===== src/rtl/vsa_pkg.sv =====
// ----------------------------------------------------------------------------
// vsa_pkg
// Types, command codes and saturation helpers for the voice slot allocator.
// ----------------------------------------------------------------------------
package vsa_pkg;

    localparam int VOICE_COUNT   = 16;
    localparam int SOUND_ID_BITS = 8;

    // sound identity is compared in the low bits that the input field carries
    localparam int SND_W = (SOUND_ID_BITS < 8) ? SOUND_ID_BITS : 8;
    localparam int IDX_W = $clog2(VOICE_COUNT);
    localparam int CNT_W = $clog2(VOICE_COUNT + 1);

    localparam logic [2:0] KIND_ONESHOT  = 3'd0;
    localparam logic [2:0] KIND_LOOP     = 3'd1;
    localparam logic [2:0] KIND_STOP_ALL = 3'd2;
    localparam logic [2:0] KIND_STOP_NEW = 3'd3;
    localparam logic [2:0] KIND_VOLUME   = 3'd4;
    localparam logic [2:0] KIND_PAN      = 3'd5;
    localparam logic [2:0] KIND_RESET    = 3'd6;
    localparam logic [2:0] KIND_FINISHED = 3'd7;

    localparam logic signed [12:0] VOL_MIN = -13'sd4000;
    localparam logic signed [12:0] VOL_MAX = 13'sd0;
    localparam logic signed [10:0] PAN_MIN = -11'sd1000;
    localparam logic signed [10:0] PAN_MAX = 11'sd1000;

    typedef struct packed {
        logic [SND_W-1:0]   snd;
        logic [31:0]        stamp;
        logic signed [12:0] vol;
        logic signed [10:0] pan;
    } voice_entry_t;

    function automatic logic signed [12:0] clamp_vol(input logic signed [12:0] v);
        logic signed [12:0] r;
        if (v < VOL_MIN)
            r = VOL_MIN;
        else if (v > VOL_MAX)
            r = VOL_MAX;
        else
            r = v;
        return r;
    endfunction

    function automatic logic signed [10:0] clamp_pan(input logic signed [10:0] v);
        logic signed [10:0] r;
        if (v < PAN_MIN)
            r = PAN_MIN;
        else if (v > PAN_MAX)
            r = PAN_MAX;
        else
            r = v;
        return r;
    endfunction

endpackage


===== src/rtl/voice_slot_allocator.sv =====
// ----------------------------------------------------------------------------
// voice_slot_allocator
// Command-driven voice table: play, stop, volume, pan, reset and finished.
//
// Input channel (in_valid/in_stall) carries one command word; the output
// channel (out_valid/out_stall) returns exactly one result word per command.
// Voice data (sound, age stamp, volume, pan) sits in a single-port-write,
// registered-read memory; active and loop marks are flip-flops.
// Every command except "finished" scans the table one entry per cycle through
// the registered memory read port, then loads its result in the finish state;
// a finished event goes from accept straight to the finish state. One command
// is in work at a time: in_stall is high from accept until its result is
// loaded into the output register.
// The result register holds its word while out_stall is high; the next
// command is accepted meanwhile, and its result waits until the register
// frees up. Reset clears all voices, the stamp counter and the output valid;
// no clearing pass is needed.
// ----------------------------------------------------------------------------
module voice_slot_allocator (
    input  logic               clk,
    input  logic               rst_n,
    input  logic               in_valid,
    output logic               in_stall,
    input  logic [2:0]         kind,
    input  logic [7:0]         sound_id,
    input  logic [4:0]         max_polyphony,
    input  logic signed [12:0] volume,
    input  logic signed [10:0] pan,
    input  logic [3:0]         voice_index,
    output logic               out_valid,
    input  logic               out_stall,
    output logic [3:0]         slot,
    output logic               slot_valid,
    output logic               replaced_active,
    output logic [4:0]         voices_affected,
    output logic signed [12:0] slot_volume,
    output logic signed [10:0] slot_pan
);

    localparam int IDX_W = vsa_pkg::IDX_W;
    localparam int CNT_W = vsa_pkg::CNT_W;
    localparam int SND_W = vsa_pkg::SND_W;
    localparam int VC    = vsa_pkg::VOICE_COUNT;

    localparam logic [1:0] ST_IDLE   = 2'd0;
    localparam logic [1:0] ST_SCAN   = 2'd1;
    localparam logic [1:0] ST_FINISH = 2'd2;

    // control
    logic [1:0]            state_reg, state_next;
    logic [VC-1:0]         active_reg, active_next;
    logic [VC-1:0]         looping_reg, looping_next;
    logic [31:0]           stamp_cnt_reg, stamp_cnt_next;
    logic [CNT_W-1:0]      rd_cnt_reg, rd_cnt_next;
    logic                  proc_vld_reg, proc_vld_next;
    logic [IDX_W-1:0]      proc_idx_reg, proc_idx_next;
    logic                  out_valid_reg, out_valid_next;

    // captured command
    logic [2:0]            kind_reg, kind_next;
    logic [SND_W-1:0]      snd_reg, snd_next;
    logic [4:0]            limit_reg, limit_next;
    logic signed [12:0]    vol_reg, vol_next;
    logic signed [10:0]    pan_reg, pan_next;
    logic [3:0]            vidx_reg, vidx_next;

    // scan trackers
    logic [CNT_W-1:0]      match_cnt_reg, match_cnt_next;
    logic [CNT_W-1:0]      act_cnt_reg, act_cnt_next;
    logic                  sel_found_reg, sel_found_next;
    logic [IDX_W-1:0]      sel_idx_reg, sel_idx_next;
    logic [31:0]           sel_stamp_reg, sel_stamp_next;
    logic                  free_found_reg, free_found_next;
    logic [IDX_W-1:0]      free_idx_reg, free_idx_next;
    logic                  oact_found_reg, oact_found_next;
    logic [IDX_W-1:0]      oact_idx_reg, oact_idx_next;
    logic [31:0]           oact_stamp_reg, oact_stamp_next;
    logic                  loop_found_reg, loop_found_next;
    logic [IDX_W-1:0]      loop_idx_reg, loop_idx_next;
    logic [31:0]           loop_stamp_reg, loop_stamp_next;

    // result word
    logic [3:0]            slot_reg, slot_next;
    logic                  slot_valid_reg, slot_valid_next;
    logic                  replaced_reg, replaced_next;
    logic [4:0]            affected_reg, affected_next;
    logic signed [12:0]    ovol_reg, ovol_next;
    logic signed [10:0]    opan_reg, opan_next;

    // voice memory
    vsa_pkg::voice_entry_t mem [VC];
    vsa_pkg::voice_entry_t rd_data;
    vsa_pkg::voice_entry_t mem_wd;
    logic                  mem_we;
    logic [IDX_W-1:0]      mem_wa;
    logic [IDX_W-1:0]      rd_addr;

    logic                  accept;
    logic                  out_free;
    logic                  act_i;
    logic                  loop_i;
    logic                  hit;
    logic                  sel_better;
    logic [IDX_W-1:0]      pick;
    logic [IDX_W-1:0]      fin_idx;
    logic                  fin_ok;

    assign in_stall        = (state_reg != ST_IDLE);
    assign accept          = in_valid && !in_stall;
    assign out_free        = !out_valid_reg || !out_stall;
    assign rd_addr         = rd_cnt_reg[IDX_W-1:0];

    assign out_valid       = out_valid_reg;
    assign slot            = slot_reg;
    assign slot_valid      = slot_valid_reg;
    assign replaced_active = replaced_reg;
    assign voices_affected = affected_reg;
    assign slot_volume     = ovol_reg;
    assign slot_pan        = opan_reg;

    always_ff @(posedge clk)
    begin
        if (mem_we)
        begin
            mem[mem_wa] <= mem_wd;
        end
        rd_data <= mem[rd_addr];
    end

    always_comb
    begin
        state_next      = state_reg;
        active_next     = active_reg;
        looping_next    = looping_reg;
        stamp_cnt_next  = stamp_cnt_reg;
        rd_cnt_next     = rd_cnt_reg;
        proc_vld_next   = 1'b0;
        proc_idx_next   = proc_idx_reg;
        out_valid_next  = out_valid_reg && out_stall;

        kind_next       = kind_reg;
        snd_next        = snd_reg;
        limit_next      = limit_reg;
        vol_next        = vol_reg;
        pan_next        = pan_reg;
        vidx_next       = vidx_reg;

        match_cnt_next  = match_cnt_reg;
        act_cnt_next    = act_cnt_reg;
        sel_found_next  = sel_found_reg;
        sel_idx_next    = sel_idx_reg;
        sel_stamp_next  = sel_stamp_reg;
        free_found_next = free_found_reg;
        free_idx_next   = free_idx_reg;
        oact_found_next = oact_found_reg;
        oact_idx_next   = oact_idx_reg;
        oact_stamp_next = oact_stamp_reg;
        loop_found_next = loop_found_reg;
        loop_idx_next   = loop_idx_reg;
        loop_stamp_next = loop_stamp_reg;

        slot_next       = slot_reg;
        slot_valid_next = slot_valid_reg;
        replaced_next   = replaced_reg;
        affected_next   = affected_reg;
        ovol_next       = ovol_reg;
        opan_next       = opan_reg;

        mem_we          = 1'b0;
        mem_wa          = proc_idx_reg;
        mem_wd          = rd_data;

        act_i      = active_reg[proc_idx_reg];
        loop_i     = looping_reg[proc_idx_reg];
        hit        = act_i && (rd_data.snd == snd_reg);
        sel_better = (kind_reg == vsa_pkg::KIND_STOP_NEW) ?
                     (rd_data.stamp > sel_stamp_reg) : (rd_data.stamp < sel_stamp_reg);

        // slot choice for a play command
        if ((32'(match_cnt_reg) >= 32'(limit_reg)) && sel_found_reg)
            pick = sel_idx_reg;
        else if (free_found_reg)
            pick = free_idx_reg;
        else if (oact_found_reg)
            pick = oact_idx_reg;
        else
            pick = '0;

        fin_ok  = 32'(vidx_reg) < 32'(VC);
        fin_idx = IDX_W'(vidx_reg);

        case (state_reg)
            ST_IDLE:
            begin
                if (accept)
                begin
                    kind_next       = kind;
                    snd_next        = SND_W'(sound_id);
                    limit_next      = (max_polyphony == 5'd0) ? 5'd1 : max_polyphony;
                    vol_next        = vsa_pkg::clamp_vol(volume);
                    pan_next        = vsa_pkg::clamp_pan(pan);
                    vidx_next       = voice_index;
                    match_cnt_next  = '0;
                    act_cnt_next    = '0;
                    sel_found_next  = 1'b0;
                    free_found_next = 1'b0;
                    oact_found_next = 1'b0;
                    loop_found_next = 1'b0;
                    rd_cnt_next     = '0;
                    state_next      = (kind == vsa_pkg::KIND_FINISHED) ? ST_FINISH : ST_SCAN;
                end
            end

            ST_SCAN:
            begin
                if (32'(rd_cnt_reg) < 32'(VC))
                begin
                    rd_cnt_next   = CNT_W'(32'(rd_cnt_reg) + 32'd1);
                    proc_vld_next = 1'b1;
                    proc_idx_next = rd_addr;
                end

                // one entry per cycle, memory data arrives the cycle after its address
                if (proc_vld_reg)
                begin
                    if (!act_i)
                    begin
                        if (!free_found_reg)
                        begin
                            free_found_next = 1'b1;
                            free_idx_next   = proc_idx_reg;
                        end
                    end
                    else
                    begin
                        act_cnt_next = CNT_W'(32'(act_cnt_reg) + 32'd1);
                        if (!oact_found_reg || (rd_data.stamp < oact_stamp_reg))
                        begin
                            oact_found_next = 1'b1;
                            oact_idx_next   = proc_idx_reg;
                            oact_stamp_next = rd_data.stamp;
                        end
                    end

                    if (hit)
                    begin
                        match_cnt_next = CNT_W'(32'(match_cnt_reg) + 32'd1);
                        if (!sel_found_reg || sel_better)
                        begin
                            sel_found_next = 1'b1;
                            sel_idx_next   = proc_idx_reg;
                            sel_stamp_next = rd_data.stamp;
                        end
                        if (loop_i && !loop_found_reg)
                        begin
                            loop_found_next = 1'b1;
                            loop_idx_next   = proc_idx_reg;
                            loop_stamp_next = rd_data.stamp;
                        end
                    end

                    case (kind_reg)
                        vsa_pkg::KIND_STOP_ALL:
                        begin
                            if (hit)
                            begin
                                active_next[proc_idx_reg]  = 1'b0;
                                looping_next[proc_idx_reg] = 1'b0;
                            end
                        end
                        vsa_pkg::KIND_VOLUME:
                        begin
                            if (hit)
                            begin
                                mem_we     = 1'b1;
                                mem_wd.vol = vol_reg;
                            end
                        end
                        vsa_pkg::KIND_PAN:
                        begin
                            if (hit)
                            begin
                                mem_we     = 1'b1;
                                mem_wd.pan = pan_reg;
                            end
                        end
                        vsa_pkg::KIND_RESET:
                        begin
                            active_next[proc_idx_reg]  = 1'b0;
                            looping_next[proc_idx_reg] = 1'b0;
                        end
                        default:
                        begin
                        end
                    endcase

                    if (proc_idx_reg == IDX_W'(VC - 1))
                        state_next = ST_FINISH;
                end
            end

            ST_FINISH:
            begin
                if (out_free)
                begin
                    out_valid_next  = 1'b1;
                    slot_next       = 4'd0;
                    slot_valid_next = 1'b0;
                    replaced_next   = 1'b0;
                    affected_next   = 5'd0;
                    ovol_next       = '0;
                    opan_next       = '0;
                    state_next      = ST_IDLE;

                    case (kind_reg) inside
                        vsa_pkg::KIND_ONESHOT, vsa_pkg::KIND_LOOP:
                        begin
                            slot_valid_next = 1'b1;
                            affected_next   = 5'd1;
                            ovol_next       = vol_reg;
                            opan_next       = pan_reg;
                            mem_we          = 1'b1;
                            mem_wd.snd      = snd_reg;
                            mem_wd.vol      = vol_reg;
                            mem_wd.pan      = pan_reg;
                            if ((kind_reg == vsa_pkg::KIND_LOOP) && loop_found_reg)
                            begin
                                // looping voice already running: refresh level and pan only
                                mem_wa       = loop_idx_reg;
                                mem_wd.stamp = loop_stamp_reg;
                                slot_next    = 4'(loop_idx_reg);
                            end
                            else
                            begin
                                mem_wa              = pick;
                                mem_wd.stamp        = stamp_cnt_reg;
                                stamp_cnt_next      = stamp_cnt_reg + 32'd1;
                                replaced_next       = active_reg[pick];
                                active_next[pick]   = 1'b1;
                                looping_next[pick]  = (kind_reg == vsa_pkg::KIND_LOOP);
                                slot_next           = 4'(pick);
                            end
                        end
                        vsa_pkg::KIND_STOP_ALL, vsa_pkg::KIND_VOLUME, vsa_pkg::KIND_PAN:
                        begin
                            affected_next = 5'(match_cnt_reg);
                        end
                        vsa_pkg::KIND_RESET:
                        begin
                            affected_next = 5'(act_cnt_reg);
                        end
                        vsa_pkg::KIND_STOP_NEW:
                        begin
                            if (sel_found_reg)
                            begin
                                active_next[sel_idx_reg]  = 1'b0;
                                looping_next[sel_idx_reg] = 1'b0;
                                affected_next             = 5'd1;
                            end
                        end
                        default:
                        begin
                            // finished event: a looping voice stays active instead
                            if (fin_ok && active_reg[fin_idx] && !looping_reg[fin_idx])
                            begin
                                active_next[fin_idx] = 1'b0;
                                affected_next        = 5'd1;
                            end
                        end
                    endcase
                end
            end

            default:
            begin
                state_next = ST_IDLE;
            end
        endcase
    end

    always_ff @(posedge clk or negedge rst_n)
    begin
        if (!rst_n)
        begin
            state_reg     <= ST_IDLE;
            active_reg    <= '0;
            looping_reg   <= '0;
            stamp_cnt_reg <= '0;
            rd_cnt_reg    <= '0;
            proc_vld_reg  <= 1'b0;
            out_valid_reg <= 1'b0;
        end
        else
        begin
            state_reg     <= state_next;
            active_reg    <= active_next;
            looping_reg   <= looping_next;
            stamp_cnt_reg <= stamp_cnt_next;
            rd_cnt_reg    <= rd_cnt_next;
            proc_vld_reg  <= proc_vld_next;
            out_valid_reg <= out_valid_next;
        end
    end

    always_ff @(posedge clk)
    begin
        proc_idx_reg    <= proc_idx_next;
        kind_reg        <= kind_next;
        snd_reg         <= snd_next;
        limit_reg       <= limit_next;
        vol_reg         <= vol_next;
        pan_reg         <= pan_next;
        vidx_reg        <= vidx_next;
        match_cnt_reg   <= match_cnt_next;
        act_cnt_reg     <= act_cnt_next;
        sel_found_reg   <= sel_found_next;
        sel_idx_reg     <= sel_idx_next;
        sel_stamp_reg   <= sel_stamp_next;
        free_found_reg  <= free_found_next;
        free_idx_reg    <= free_idx_next;
        oact_found_reg  <= oact_found_next;
        oact_idx_reg    <= oact_idx_next;
        oact_stamp_reg  <= oact_stamp_next;
        loop_found_reg  <= loop_found_next;
        loop_idx_reg    <= loop_idx_next;
        loop_stamp_reg  <= loop_stamp_next;
        slot_reg        <= slot_next;
        slot_valid_reg  <= slot_valid_next;
        replaced_reg    <= replaced_next;
        affected_reg    <= affected_next;
        ovol_reg        <= ovol_next;
        opan_reg        <= opan_next;
    end

endmodule

===== config.mk =====
export PLATFORM = sky130hd
export DESIGN_NAME = voice_slot_allocator
export DESIGN_NICKNAME = d
export VERILOG_FILES = /design/src/rtl/vsa_pkg.sv /design/src/rtl/voice_slot_allocator.sv
export SDC_FILE = /design/constraint.sdc
export NUM_CORES = 1
export LEC_CHECK = 0
export ABC_CLOCK_PERIOD_IN_PS = 7900
export BUFFER_PORTS_ARGS = -buffer_cell sky130_fd_sc_hd__buf_4
export CAP_MARGIN = 10
export CORE_MARGIN = 2
export CORE_UTILIZATION = 35
export DETAILED_ROUTE_END_ITERATION = 16
export GPL_TIMING_DRIVEN = 0
export PLACE_DENSITY = 0.48
export SYNTH_ARGS = -nofsm -noshare
export SYNTH_HDL_FRONTEND = slang
export SYNTH_SLANG_ARGS = --single-unit

===== constraint.sdc =====
create_clock -name clk -period 7.9 [get_ports clk]
set_clock_uncertainty 0.05 [all_clocks]
set_input_delay 0.395 -clock clk [delete_from_list [all_inputs] [get_ports clk]]
set_output_delay 0.395 -clock clk [all_outputs]
set_load 0.01 [all_outputs]

==> out/metrics.csv <==
stage;metric;value;unit
run_status;status;completed;
sta;Tmin final;4.703;ns
die;core region area;0.1125;mm^2
grt;GRT overflow;0;
final_layout;n_diodes;0;
place;DP HPWL;70850;um
final_layout;area of the multi-input gates;0.01094;mm^2
grt;initial antenna violation count;0;
grt;first-pass GRT wire length;155600;um
place;GP Congestion;0.8980;
setup_path;FF-to-FF Start;state_reg[0];
setup_path;Reg2Reg Setup Slack;3.20;ns
grt;largest net degree at the start of global routing;74;
sta;maximum operating frequency;212.6;MHz
yosys;Mapped Area;0.03969;mm^2
route;First-pass DRT Iterations;7;
clocking;Post-CTS Setup Repair Bufs;0;
setup_path;Worst R2R End;mem[7][46];
route;drt total wl;105800;um
yosys;Post-synth EDFFs;849;
yosys;Yosys cell types;73;
setup_path;Critical Path Source Type;flop;
final_layout;final-layout fill cell count;10010;
worst_hold_path;hold wc startpoint;out_stall;
final_layout;Cell Count, Final, Fillers Out;4170;
final_layout;fraction of layout cells with a size suffix above 1;0.2116;
route;via density per instance;5.251;
worst_hold_path;min-delay worst type;primary input to flop;
yosys;Syn Area/Cell;17.37;um^2
route;DRC Markers;0;
setup_path;Crit path required time;8.21;ns
die;Starting Density;0.3528;
final_layout;Largest regs;mem x640, rd_data x40;
grt;Total Routing Usage GR;0.1828;
power_and_ir_drop;LEAKAGE;16.01;nW
setup_path;critical path peak fanout;21;
clocking;CTS HTree Levels;3;
setup_path;worst path arrival time;5.02;ns
setup_path;FF-to-FF path depth;11;
place;Buffers on Ports;84;
sta;final-report hold violation count;0;
clocking;Reg clk slew, reported paths;0.06;ns
grt;vias in the first global route;23000;
die;Die Wd;340.7;um
route;DR WL/cell;25.38;um
place;placed instance count;3927;
worst_hold_path;hold worst-path end;out_valid;
clocking;clock buffer depth;3;
power_and_ir_drop;pwr dens;335.6;mW/mm^2
setup_path;Crit. End Element;flop;
sta;Worst-Margin Slew;1.154;ns
die;area of the die;0.1161;mm^2
worst_hold_path;worst hold stages;3;
final_layout;Storage cell area;0.02812;mm^2
final_layout;max reg flops;640;
yosys;Ys Warns;0;
die;row count;123;
final_layout;final core utilization;0.4204;
clocking;Sink Count;962;
yosys;Yosys reg bits;962;
sta;max-slew violations;0;
final_layout;Reg with most FFs;mem;
sta;max_slew headroom;0.2310;
yosys;async set-reset flop share out of synthesis;0.07588;
sta;final setup fails;0;
route;Antenna Nets Post-Route;0;
route;1st-iter DRT viols;1857;
yosys;syn nets;2408;
sta;period utilization;0.5953;
final_layout;final net count;2708;
clocking;clk root buf;clkbuf_16;
die;Ports;85;
die;die height;340.7;um
clocking;CTS tree;done;
sta;RSZ-0062 raised after global routing;false;
yosys;most used flip-flop cell after synthesis;edfxtp_1;
run;Max Cap Viol;0;
yosys;post-synthesis cell count;2285;
route;via count;21900;
power_and_ir_drop;maximum VDD drop;0.0001870;V
setup_path;kind of critical path;flop to flop;
yosys;register area share after synthesis;0.7086;
final_layout;synthesis-to-layout area growth;19.18;%
sta;Min Hold Slack;0.03106;ns
clocking;clk_lat worst skew;0.69;ns
clocking;total CTS buffers;101;
## Yosys cell counts (39+ instances only)
library cell / count / area share
nand2_1: 161 / 0.015
o21ai_0: 89 / 0.011
mux4_2: 211 / 0.12
edfxtp_1: 849 / 0.64
nand3_1: 39 / 0.0049
dfxtp_1: 40 / 0.020
inv_1: 83 / 0.0079
ha_1: 75 / 0.024
a21oi_1: 69 / 0.0087
clkbuf_1: 90 / 0.0085
dfrtp_1: 73 / 0.046
mux2i_1: 47 / 0.012
and2_1: 43 / 0.0068
nor2_1: 65 / 0.0061
## placed cells by master, fill, tap and decap left out, drive strengths merged, types with 65 or more instances in the layout
| cell | synthesis | layout |
|---|---|---|
| clkbuf | 90 | 232 |
| edfxtp | 849 | 849 |
| a21oi | 69 | 69 |
| nor2 | 65 | 65 |
| dfrtp | 73 | 73 |
| mux4 | 216 | 216 |
| ha | 75 | 75 |
| nand2 | 162 | 162 |
| buf | 25 | 176 |
| o21ai | 106 | 106 |
| inv | 84 | 85 |
## area by class of cell
class | instances | area share
Tap cell | 1500 | 0.03968
Timing Repair Buffer | 197 | 0.04772
Inverter | 85 | 0.006745
Sequential cell | 962 | 0.5946
Clock inverter | 46 | 0.009840
Clock buffer | 142 | 0.06034
Multi-Input combinational cell | 1123 | 0.2314
Buffer | 115 | 0.009735
## per-stage QoR
stage               power (mW)  area [um^2]  TNS [ns]  worst slack (ns)
detailed placement       11.20        43390         0             3.233
finish                   15.88        47300         0             3.197
floorplan                9.520        39690         0             2.743
global placement         10.99        42190   -147.46           -0.6735
global route             16.61        47300         0             3.010
CTS                      16.00        47170         0             3.202
## timing repair
item,in CTS,in global routing
hold endpoints to repair,117,0
hold buffers,46,0
gates resized for setup,0,0
## logic make-up after synthesis
| group | synth area share |
|---|---|
| adder cells (fa/ha/maj) | 0.02365 |
| XOR/XNOR | 0.009931 |
| AND/OR/NAND/NOR | 0.05457 |
| flip-flops | 0.7086 |
| buffers and inverters | 0.01958 |
| AO/OA/AOI/OAI | 0.04676 |
| multiplexers | 0.1369 |
## worst max path at each step
stage | end | cells after the start | slack [ns] | startpoint
2_1_floorplan | sel_idx_reg[0] | 8 | 2.74 | rd_data[55]
3_3_place_gp | sel_stamp_reg[25] | 8 | -0.67 | rd_data[53]
3_5_place_dp | mem[4][46] | 11 | 3.23 | state_reg[0]
4_1_cts | mem[4][50] | 11 | 3.20 | state_reg[0]
5_1_grt | mem[8][50] | 11 | 3.01 | match_cnt_reg[2]
6_report | mem[7][46] | 11 | 3.20 | state_reg[0]
## worst max-delay path, cell delays in order, from the launching register on
cell      delay [ns]
dfrtp_1         0.40
inv_1           0.09
ha_1            0.14
buf_2           0.21
or3b_1          0.47
clkbuf_1        0.34
a21oi_1         0.42
clkbuf_1        0.65
a21oi_1         0.18
or3_1           0.54
nor2_4          0.58
buf_12          0.28
## report_power, final
part | leakage [nW] | switching, mW | internal (mW)
clock network | 1.63 | 1.98 | 2.78
logic | 5.36 | 2.52 | 1.63
registers | 9.02 | 0.381 | 6.60
## routing by layer
| layer | GRT usage | part of all wire |
|---|---|---|
| met2 | 0.3080 | 0.49 |
| met4 | 0.04846 | 0.023 |
| met5 | 0 | 0 |
| met1 | 0.2486 | 0.44 |
| met3 | 0.02646 | 0.041 |
Power figures use the tool's default switching activity.
